### config.mk
export PLATFORM = sky130hd
export DESIGN_NAME = wav_pcm16_stream_framer_top_flat
export DESIGN_NICKNAME = d
export VERILOG_FILES = /design/src/hdl/wpsf_pkg.sv /design/src/hdl/wpsf_if.sv /design/src/hdl/wav_pcm16_stream_framer_top.sv /design/src/hdl/wpsf_csr_regs.sv /design/src/hdl/wpsf_in_stage.sv /design/src/hdl/wpsf_emitter.sv /design/src/flat_wrapper.sv
export SDC_FILE = /design/constraint.sdc
export NUM_CORES = 1
export LEC_CHECK = 0
export ABC_AREA = 1
export BUFFER_PORTS_ARGS = -buffer_cell sky130_fd_sc_hd__buf_2
export CORE_ASPECT_RATIO = 1.75
export CORE_MARGIN = 2
export CORE_UTILIZATION = 54
export CTS_BUF_LIST = sky130_fd_sc_hd__clkbuf_8
export CTS_CLUSTER_DIAMETER = 60
export DETAILED_ROUTE_END_ITERATION = 16
export GPL_ROUTABILITY_DRIVEN = 1
export GPL_TIMING_DRIVEN = 0
export PLACE_DENSITY = 0.74
export SLEW_MARGIN = 20
export SYNTH_ARGS = -nofsm -noshare
export SYNTH_HDL_FRONTEND = slang
export SYNTH_SLANG_ARGS = --single-unit
### constraint.sdc
create_clock -name clock -period 7.2 [get_ports clock]
set_input_delay 1.44 -clock clock [delete_from_list [all_inputs] [get_ports clock]]
set_output_delay 1.44 -clock clock [all_outputs]
set_load 0.02 [all_outputs]
### src/hdl/wpsf_pkg.sv
// ----------------------------------------------------------------------------
// wpsf_pkg
// Types, constants and helper functions of the 16-bit PCM WAV stream framer.
// ----------------------------------------------------------------------------
`default_nettype none

package wpsf_pkg;

   // header geometry
   localparam int HDR_BYTES = 44;
   localparam logic [5:0] HDR_LAST = 6'(HDR_BYTES - 1);

   // chunk tags, packed so that byte k of the file is bits [8k+7:8k]
   localparam logic [31:0] TAG_RIFF = 32'h4646_4952;
   localparam logic [31:0] TAG_WAVE = 32'h4556_4157;
   localparam logic [31:0] TAG_FMT  = 32'h2074_6D66;
   localparam logic [31:0] TAG_DATA = 32'h6174_6164;

   localparam logic [31:0] RIFF_BASE   = 32'd36;
   localparam logic [31:0] FMT_SIZE    = 32'd16;
   localparam logic [15:0] FMT_PCM     = 16'd1;
   localparam logic [15:0] SAMPLE_BITS = 16'd16;

   // conversion constants
   localparam int          FRAC_BITS  = 20;
   localparam logic [20:0] Q_ONE      = 21'h10_0000;
   localparam logic [14:0] FULL_SCALE = 15'd32767;

   // register reset values
   localparam logic [19:0] RATE_RST  = 20'd48000;
   localparam logic [5:0]  CHAN_RST  = 6'd1;
   localparam logic [29:0] COUNT_RST = 30'd1;

   // register indexes
   typedef enum logic [1:0] {
      CSR_MODE        = 2'd0,
      CSR_SAMPLE_RATE = 2'd1,
      CSR_CHANNELS    = 2'd2,
      CSR_ITEM_COUNT  = 2'd3
   } csr_index_type;

   // operating mode
   localparam logic MODE_CONVERT = 1'b0;
   localparam logic MODE_RAW     = 1'b1;

   // live settings used by the byte emitter
   typedef struct packed {
      logic        mode;
      logic [29:0] item_count;
   } cfg_type;

   // header fields, precomputed from the settings
   typedef struct packed {
      logic [31:0] riff_size;
      logic [15:0] channels;
      logic [31:0] rate;
      logic [31:0] byte_rate;
      logic [15:0] align;
      logic [31:0] data_size;
   } hdr_fields_type;

   // item held in the input stage, already converted
   typedef struct packed {
      logic [15:0] pcm;
      logic [7:0]  raw_byte;
   } itm_type;

   // clamp a Q4.20 sample to +/-1, scale by 32767, truncate toward zero
   function automatic logic [15:0] convert_sample(input logic signed [23:0] s);
      logic        neg;
      logic [23:0] abs_val;
      logic [20:0] mag;
      logic [35:0] prod;
      logic [15:0] q;
      neg     = s[23];
      abs_val = neg ? (24'd0 - 24'(s)) : 24'(s);
      mag     = (abs_val > 24'(Q_ONE)) ? Q_ONE : abs_val[20:0];
      prod    = 36'(mag) * 36'(FULL_SCALE);
      q       = {1'b0, prod[FRAC_BITS +: 15]};
      return neg ? (16'd0 - q) : q;
   endfunction

   // one byte of the 44-byte header
   function automatic logic [7:0] hdr_byte(input logic [5:0] idx,
                                           input hdr_fields_type f);
      logic [31:0] w;
      unique case (idx[5:2])
         4'd0:    w = TAG_RIFF;
         4'd1:    w = f.riff_size;
         4'd2:    w = TAG_WAVE;
         4'd3:    w = TAG_FMT;
         4'd4:    w = FMT_SIZE;
         4'd5:    w = {f.channels, FMT_PCM};
         4'd6:    w = f.rate;
         4'd7:    w = f.byte_rate;
         4'd8:    w = {SAMPLE_BITS, f.align};
         4'd9:    w = TAG_DATA;
         4'd10:   w = f.data_size;
         default: w = 32'd0;
      endcase
      return w[{idx[1:0], 3'b000} +: 8];
   endfunction

endpackage

`default_nettype wire

### src/hdl/wpsf_if.sv
// ----------------------------------------------------------------------------
// wpsf_if
// Valid/ready channels of the framer: input items, output bytes, registers.
// ----------------------------------------------------------------------------
`default_nettype none

interface wpsf_req_if;
   logic               valid;
   logic               ready;
   logic signed [23:0] sample;
   logic [7:0]         raw_byte;

   modport source (output valid, sample, raw_byte, input ready);
   modport sink   (input valid, sample, raw_byte, output ready);
endinterface

interface wpsf_rsp_if;
   logic       valid;
   logic       ready;
   logic [7:0] out_byte;
   logic       last;

   modport source (output valid, out_byte, last, input ready);
   modport sink   (input valid, out_byte, last, output ready);
endinterface

interface wpsf_csr_if;
   logic        valid;
   logic        ready;
   logic [1:0]  index;
   logic [29:0] data;

   modport source (output valid, index, data, input ready);
   modport sink   (input valid, index, data, output ready);
endinterface

`default_nettype wire

### src/hdl/wav_pcm16_stream_framer_top.sv
// ----------------------------------------------------------------------------
// wav_pcm16_stream_framer_top
// Turns audio items into the byte stream of a 16-bit PCM RIFF/WAV file.
//
// req_chan takes one item per handshake: a Q4.20 sample (convert mode) or
// a raw PCM byte (raw mode). rsp_chan gives one file byte per handshake,
// with last set on the final byte of each file. csr_chan writes the mode,
// sample rate, channel count and item count; it is always ready and is to be
// written only while no item is in flight; the block itself does not enforce this.
// Before the first item of each file the 44 header bytes go out. An item
// accepted on req_chan is held in the input register, moves on to the work
// register and its bytes go out through the output register to rsp_chan.
// While rsp_chan is ready the output port moves one byte per cycle; a
// convert-mode item has two bytes, a raw-mode item one, a file header 44.
// The input register takes the next item while the current one is being
// emitted, so items follow each other without gaps at that rate.
// A stall on rsp_chan holds the output byte and, once the input register
// is full, deasserts req_chan.ready. Reset clears the registers to 48 kHz,
// one channel, one item per file, convert mode, and starts a new file.
// ----------------------------------------------------------------------------
`default_nettype none

module wav_pcm16_stream_framer_top (
   input  wire        clock,
   input  wire        reset,
   wpsf_req_if.sink   req_chan,
   wpsf_rsp_if.source rsp_chan,
   wpsf_csr_if.sink   csr_chan
);

   wpsf_pkg::cfg_type        cfg;
   wpsf_pkg::hdr_fields_type hdr;
   wpsf_pkg::itm_type        itm;
   logic                     itm_valid;
   logic                     itm_take;

   // configuration registers and header fields
   wpsf_csr_regs u_csr (
      .clock    (clock),
      .reset    (reset),
      .csr_chan (csr_chan),
      .cfg      (cfg),
      .hdr      (hdr)
   );

   // input register and sample conversion
   wpsf_in_stage u_in (
      .clock     (clock),
      .reset     (reset),
      .req_chan  (req_chan),
      .itm_take  (itm_take),
      .itm_valid (itm_valid),
      .itm       (itm)
   );

   // header and data byte sequencer
   wpsf_emitter u_emit (
      .clock     (clock),
      .reset     (reset),
      .cfg       (cfg),
      .hdr       (hdr),
      .itm_valid (itm_valid),
      .itm       (itm),
      .itm_take  (itm_take),
      .rsp_chan  (rsp_chan)
   );

endmodule

`default_nettype wire

### src/hdl/wpsf_csr_regs.sv
// ----------------------------------------------------------------------------
// wpsf_csr_regs
// Configuration registers and the registered header fields derived from them.
// ----------------------------------------------------------------------------
`default_nettype none

module wpsf_csr_regs (
   input  wire                      clock,
   input  wire                      reset,
   wpsf_csr_if.sink                 csr_chan,
   output wpsf_pkg::cfg_type        cfg,
   output wpsf_pkg::hdr_fields_type hdr
);

   logic        mode_ff;
   logic [19:0] rate_ff;
   logic [5:0]  chan_ff;
   logic [29:0] count_ff;

   wpsf_pkg::hdr_fields_type hdr_ff, hdr_in;

   logic [15:0] ch;
   logic [30:0] data_size;
   logic [26:0] byte_rate;

   assign csr_chan.ready = 1'b1;

   // register writes
   always_ff @(posedge clock) begin
      if (reset) begin
         mode_ff  <= wpsf_pkg::MODE_CONVERT;
         rate_ff  <= wpsf_pkg::RATE_RST;
         chan_ff  <= wpsf_pkg::CHAN_RST;
         count_ff <= wpsf_pkg::COUNT_RST;
      end else if (csr_chan.valid) begin
         unique case (wpsf_pkg::csr_index_type'(csr_chan.index))
            wpsf_pkg::CSR_MODE:        mode_ff  <= csr_chan.data[0];
            wpsf_pkg::CSR_SAMPLE_RATE: rate_ff  <= csr_chan.data[19:0];
            wpsf_pkg::CSR_CHANNELS:    chan_ff  <= csr_chan.data[5:0];
            wpsf_pkg::CSR_ITEM_COUNT:  count_ff <= csr_chan.data;
            default: ;
         endcase
      end
   end

   // header fields: convert mode always declares one channel
   always_comb begin
      ch        = (mode_ff == wpsf_pkg::MODE_RAW) ? 16'(chan_ff) : 16'd1;
      data_size = (mode_ff == wpsf_pkg::MODE_RAW) ? 31'(count_ff) : {count_ff, 1'b0};
      byte_rate = 27'(rate_ff) * 27'(ch[5:0]);

      hdr_in.riff_size = wpsf_pkg::RIFF_BASE + 32'(data_size);
      hdr_in.channels  = ch;
      hdr_in.rate      = 32'(rate_ff);
      hdr_in.byte_rate = {4'd0, byte_rate, 1'b0};
      hdr_in.align     = {ch[14:0], 1'b0};
      hdr_in.data_size = 32'(data_size);
   end

   always_ff @(posedge clock) begin
      hdr_ff <= hdr_in;
   end

   assign hdr            = hdr_ff;
   assign cfg.mode       = mode_ff;
   assign cfg.item_count = count_ff;

endmodule

`default_nettype wire

### src/hdl/wpsf_in_stage.sv
// ----------------------------------------------------------------------------
// wpsf_in_stage
// One-deep input register; presents the held item with its sample converted.
// ----------------------------------------------------------------------------
`default_nettype none

module wpsf_in_stage (
   input  wire               clock,
   input  wire               reset,
   wpsf_req_if.sink          req_chan,
   input  wire               itm_take,
   output logic              itm_valid,
   output wpsf_pkg::itm_type itm
);

   logic               vld_ff;
   logic signed [23:0] sample_ff;
   logic [7:0]         raw_ff;
   logic               accept;

   // room when empty or when the held item leaves this cycle
   assign req_chan.ready = !vld_ff || itm_take;
   assign accept         = req_chan.valid && req_chan.ready;

   always_ff @(posedge clock) begin
      if (reset) begin
         vld_ff <= 1'b0;
      end else if (accept) begin
         vld_ff <= 1'b1;
      end else if (itm_take) begin
         vld_ff <= 1'b0;
      end
   end

   always_ff @(posedge clock) begin
      if (accept) begin
         sample_ff <= req_chan.sample;
         raw_ff    <= req_chan.raw_byte;
      end
   end

   // clamp and scale
   assign itm_valid    = vld_ff;
   assign itm.pcm      = wpsf_pkg::convert_sample(sample_ff);
   assign itm.raw_byte = raw_ff;

endmodule

`default_nettype wire

### src/hdl/wpsf_emitter.sv
// ----------------------------------------------------------------------------
// wpsf_emitter
// Work register, file bookkeeping and byte sequencer with the output register.
// ----------------------------------------------------------------------------
`default_nettype none

module wpsf_emitter (
   input  wire                      clock,
   input  wire                      reset,
   input  wpsf_pkg::cfg_type        cfg,
   input  wpsf_pkg::hdr_fields_type hdr,
   input  wire                      itm_valid,
   input  wpsf_pkg::itm_type        itm,
   output logic                     itm_take,
   wpsf_rsp_if.source               rsp_chan
);

   // file state
   logic        hdr_sent_ff;
   logic [29:0] done_cnt_ff;

   // work register
   logic        wrk_vld_ff;
   logic        wrk_hdr_ff;
   logic        wrk_sec_ff;
   logic        wrk_raw_ff;
   logic        wrk_last_ff;
   logic [7:0]  wrk_lo_ff;
   logic [7:0]  wrk_hi_ff;
   logic [5:0]  pos_ff;

   // output register
   logic        rsp_vld_ff;
   logic [7:0]  rsp_byte_ff;
   logic        rsp_last_ff;

   logic        out_free;
   logic        emit;
   logic        fin;
   logic [7:0]  byte_in;
   logic        last_in;
   logic [29:0] cnt_next;
   logic        is_last;

   assign out_free = !rsp_vld_ff || rsp_chan.ready;
   assign emit     = wrk_vld_ff && out_free;

   // pick the next byte of the current item
   always_comb begin
      if (wrk_hdr_ff) begin
         byte_in = wpsf_pkg::hdr_byte(pos_ff, hdr);
         last_in = 1'b0;
         fin     = 1'b0;
      end else if (!wrk_sec_ff) begin
         byte_in = wrk_lo_ff;
         last_in = wrk_raw_ff && wrk_last_ff;
         fin     = wrk_raw_ff;
      end else begin
         byte_in = wrk_hi_ff;
         last_in = wrk_last_ff;
         fin     = 1'b1;
      end
   end

   assign itm_take = itm_valid && (!wrk_vld_ff || (emit && fin));

   // item count and end of file
   assign cnt_next = done_cnt_ff + 30'd1;
   assign is_last  = (cnt_next >= cfg.item_count);

   always_ff @(posedge clock) begin
      if (reset) begin
         hdr_sent_ff <= 1'b0;
         done_cnt_ff <= 30'd0;
      end else if (itm_take) begin
         hdr_sent_ff <= !is_last;
         done_cnt_ff <= is_last ? 30'd0 : cnt_next;
      end
   end

   // work register sequencing
   always_ff @(posedge clock) begin
      if (reset) begin
         wrk_vld_ff <= 1'b0;
         wrk_hdr_ff <= 1'b0;
         wrk_sec_ff <= 1'b0;
         pos_ff     <= 6'd0;
      end else if (itm_take) begin
         wrk_vld_ff <= 1'b1;
         wrk_hdr_ff <= !hdr_sent_ff;
         wrk_sec_ff <= 1'b0;
         pos_ff     <= 6'd0;
      end else if (emit) begin
         if (wrk_hdr_ff) begin
            if (pos_ff == wpsf_pkg::HDR_LAST) begin
               wrk_hdr_ff <= 1'b0;
               pos_ff     <= 6'd0;
            end else begin
               pos_ff <= pos_ff + 6'd1;
            end
         end else if (fin) begin
            wrk_vld_ff <= 1'b0;
         end else begin
            wrk_sec_ff <= 1'b1;
         end
      end
   end

   always_ff @(posedge clock) begin
      if (itm_take) begin
         wrk_raw_ff  <= (cfg.mode == wpsf_pkg::MODE_RAW);
         wrk_last_ff <= is_last;
         wrk_lo_ff   <= (cfg.mode == wpsf_pkg::MODE_RAW) ? itm.raw_byte : itm.pcm[7:0];
         wrk_hi_ff   <= itm.pcm[15:8];
      end
   end

   // output register
   always_ff @(posedge clock) begin
      if (reset) begin
         rsp_vld_ff <= 1'b0;
      end else if (emit) begin
         rsp_vld_ff <= 1'b1;
      end else if (rsp_chan.ready) begin
         rsp_vld_ff <= 1'b0;
      end
   end

   always_ff @(posedge clock) begin
      if (emit) begin
         rsp_byte_ff <= byte_in;
         rsp_last_ff <= last_in;
      end
   end

   assign rsp_chan.valid    = rsp_vld_ff;
   assign rsp_chan.out_byte = rsp_byte_ff;
   assign rsp_chan.last     = rsp_last_ff;

endmodule

`default_nettype wire

### src/flat_wrapper.sv
// flat-port wrapper written by rule: the top's interface ports become plain ports
module wav_pcm16_stream_framer_top_flat 
  (clock, reset, req_chan_valid, req_chan_sample, req_chan_raw_byte, req_chan_ready, rsp_chan_valid, rsp_chan_out_byte, rsp_chan_last, rsp_chan_ready, csr_chan_valid, csr_chan_index, csr_chan_data, csr_chan_ready);
  wpsf_req_if req_chan_i ();
  wpsf_rsp_if rsp_chan_i ();
  wpsf_csr_if csr_chan_i ();
  input  wire clock;
  input  wire reset;
  input wire logic [$bits(req_chan_i.valid)-1:0] req_chan_valid;
  input wire logic [$bits(req_chan_i.sample)-1:0] req_chan_sample;
  input wire logic [$bits(req_chan_i.raw_byte)-1:0] req_chan_raw_byte;
  output wire logic [$bits(req_chan_i.ready)-1:0] req_chan_ready;
  output wire logic [$bits(rsp_chan_i.valid)-1:0] rsp_chan_valid;
  output wire logic [$bits(rsp_chan_i.out_byte)-1:0] rsp_chan_out_byte;
  output wire logic [$bits(rsp_chan_i.last)-1:0] rsp_chan_last;
  input wire logic [$bits(rsp_chan_i.ready)-1:0] rsp_chan_ready;
  input wire logic [$bits(csr_chan_i.valid)-1:0] csr_chan_valid;
  input wire logic [$bits(csr_chan_i.index)-1:0] csr_chan_index;
  input wire logic [$bits(csr_chan_i.data)-1:0] csr_chan_data;
  output wire logic [$bits(csr_chan_i.ready)-1:0] csr_chan_ready;
  assign req_chan_i.valid = req_chan_valid;
  assign req_chan_i.sample = req_chan_sample;
  assign req_chan_i.raw_byte = req_chan_raw_byte;
  assign req_chan_ready = req_chan_i.ready;
  assign rsp_chan_valid = rsp_chan_i.valid;
  assign rsp_chan_out_byte = rsp_chan_i.out_byte;
  assign rsp_chan_last = rsp_chan_i.last;
  assign rsp_chan_i.ready = rsp_chan_ready;
  assign csr_chan_i.valid = csr_chan_valid;
  assign csr_chan_i.index = csr_chan_index;
  assign csr_chan_i.data = csr_chan_data;
  assign csr_chan_ready = csr_chan_i.ready;
  wav_pcm16_stream_framer_top u_core (.clock(clock), .reset(reset), .req_chan(req_chan_i), .rsp_chan(rsp_chan_i), .csr_chan(csr_chan_i));
endmodule
==> results_dict.tcl <==
set metrics [dict create \
    status "finished with violations" \
    violations "negative setup slack" \
    layout_setup_ws_ps -825 \
    power.density_nw_per_um2 341 \
    critPathBufInv 7 \
    rows 99 \
    cts_buffers 41 \
    grt_max_degree 33 \
    vdd_ir_drop_max_uv 366 \
    critPathRequiredTime_ps 7520 \
    drt_pass1_iterations 7 \
    globalplace.congestion 1.03 \
    via_per_inst 5.57 \
    finalWorstPathRequiredPeriod_ps 8030 \
    crit_arrival_ps 8340 \
    ys_seq_elements 271 \
    syn_inst 2981 \
    crit_path_top_delay_cell "fa_2" \
    finalCritPeriodShare_pct 111 \
    final_antenna_net_count 0 \
    maxSlewViolCount 0 \
    syn2layout_area_growth_pct 16.4 \
    worst_setup_path_end_kind "register" \
    drc 0 \
    die_y_um 276 \
    grt_pass1_vias 22400 \
    syn_nets 3424 \
    cp_common_cell "nand2_1" \
    fin_worst_hold_slack_ps 370 \
    drv_cap 0 \
    path_clk_slew_ps 70 \
    postPlaceCellArea_um2 24000 \
    async_reset_ff_share_pct 0 \
    cts.sinks 271 \
    cts_tree "built" \
    grtUsageMet3_pct 5.09 \
    root_buffer "clkbuf_8" \
    die_width_um 160 \
    final_cell_mix "653 x nand2_1, 564 x inv_1, 212 x dfxtp_1" \
    antenna_found_initial 5 \
    busiest_layer "met2" \
    max_freq_mhz 125 \
    grtUsageTotal_pct 34.6 \
    crit_path_max_fanout 5 \
    num_io_pins 81 \
    ys.flop_type "dfxtp_1" \
    final_common_cell "nand2_1" \
    hp-class "register to register" \
    drt_iter0_drc 1192 \
    wirelength_um 77700 \
    slew_headroom_pct 35.3 \
    worst_pin_slew_ps 969 \
    critPathKind "register to register" \
    clkLatencyLatePin_ps 600 \
    rsz0062_at_grt "true" \
    power_leakage_nw 13.0 \
    h-tree-depth 2 \
    place_hpwl_um 62000 \
    die-area_um2 44100 \
    final_cell_area_um2 26600 \
    clockBufferDepth 3 \
    fin_skew_ps 47.3 \
    crit_path_max_incr_delay_ps 670 \
    synth-edff-count 59 \
    hold_buffers 0 \
    timing_hold_violations_final 0 \
    critPathLaunchType "register" \
    setup_violations 16 \
    met1_usage_pct 27.2 \
    syn_area_um2 22900 \
    synth.avg_cell_area_um2 7.68 \
    wl_per_cell_um 20.6 \
    start_util_pct 54.8 \
    drive_gt1_share_pct 17.6 \
    met2_usage_pct 65.7 \
    crit_family "adder cells" \
    ys_seq_area_share_pct 26.3 \
    grt_pass1_wl_um 116000 \
    ys_types 60 \
    io_buffers 79 \
    layout.nets 3625 \
    core_area_um2 41700 \
    ys.warnings.count 0 \
    num_vias 21000 \
    grt_overflow 0 \
]
[flip-flops by register name, indices dropped and copies added (netlist names), 6 cells and up]
| signal | count |
|---|---|
| u_core.u_emit.rsp_chan.out_byte | 8 |
| u_core.u_emit.wrk_lo_ff | 8 |
| u_core.u_csr.count_ff | 30 |
| u_core.u_in.raw_ff | 8 |
| u_core.u_emit.done_cnt_ff | 30 |
| u_core.u_emit.pos_ff | 6 |
| u_core.u_csr.hdr | 113 |
| u_core.u_emit.wrk_hi_ff | 8 |
| u_core.u_csr.rate_ff | 20 |
| u_core.u_csr.chan_ff | 6 |
| u_core.u_in.sample_ff | 24 |
[per-layer routing]
metal	wire length [um]	vias up
met2	40700	924
met1	22300	9885
met4	11200	4
met5	19	-
met3	3540	520
li1	-	9641
[Yosys cell counts, drive strengths merged, types with 2 or more instances]
cell type  number  area share (%)
inv           600             9.8
nand3b          9            0.30
or2             5            0.14
o21ai         171             4.0
buf            25            0.70
nor4           10            0.27
a22o            6            0.23
fa            223              20
ha            151             8.3
dfxtp         212              19
o31ai           5            0.16
clkinv         10            0.16
xor2           74             2.8
nand2         758              13
a21o            2           0.066
a211oi          3           0.098
nand3         120             2.7
a221oi          3            0.11
clkbuf         33            0.54
o21a            2           0.066
edfxtp         59             7.7
nor2          247             4.5
o21bai          3           0.098
a31oi           3           0.082
o2111ai         6            0.23
nand4          39             1.1
nor3           34            0.88
o211ai          5            0.16
xnor2          23            0.88
a21boi          2           0.066
a32oi           2           0.077
a21oi         121             2.7
and3            3           0.082
[what timing repair did]
| item | 4_1_cts | 5_1_grt |
|---|---|---|
| cloned | 2 | 0 |
| gates resized for setup | 201 | 138 |
| hold endpoints to repair | 0 | 0 |
| pin swaps | 100 | 137 |
| setup endpoints to repair | 16 | 16 |
| setup buffers | 52 | 27 |
[path summary, 6_finish.rpt]
path,end,from,cells past startpoint,slack [ps]
setup reg to reg,u_core.u_emit.wrk_hi_ff[0],u_core.u_in.sample_ff[0],36,-830
setup / recovery,u_core.u_emit.wrk_hi_ff[0],u_core.u_in.sample_ff[0],36,-830
hold reg to reg,u_core.u_csr.hdr[80],u_core.u_csr.rate_ff[0],0,370
hold / removal,u_core.u_csr.hdr[80],u_core.u_csr.rate_ff[0],0,370
[power by group]
part	internal [W]	switching [W]
clock	0.000632	0.000625
combinational	0.00235	0.00366
sequential	0.00175	0.0000727
total	0.00473	0.00436
[layout make-up]
cell class | instances | area, um2
fillers | 3569 | 15100
flip-flops and latches | 271 | 6020
plain buffers | 58 | 299
diodes | 2 | 5.00
clock inverters | 23 | 134
inverters | 610 | 2290
well taps | 555 | 694
repair buffers | 158 | 1050
multi-input cells | 2042 | 15500
clock buffers | 47 | 647
[cell families (layout without fill, tap and decap cells)]
logic type      after synthesis  count (layout)  synth area share (%)
fa+ha+maj                   374             374                  27.8
flops                       271             271                  26.3
other cells                   1               3                0.0164
xor+xnor                     97              97                  3.71
buf+inv                     668             896                  11.2
compound gates              342             342                  8.41
simple gates               1228            1228                  22.6
[per-stage QoR]
step                instances  utilization [%]  power, W  TNS, ps  setup WS (ps)
floorplan                2981                -   0.00476    -74.4          -19.7
global placement         3615             57.6   0.00573   -16610          -1200
detailed placement       3615             57.6   0.00581   -17890          -1290
CTS                      3739             62.3   0.00809    -7230           -535
global route             3765             63.8   0.00965   -15730          -1140
finish                   3766             63.8   0.00909   -11110           -825
Note: power is estimated with default switching activity, not from simulation.
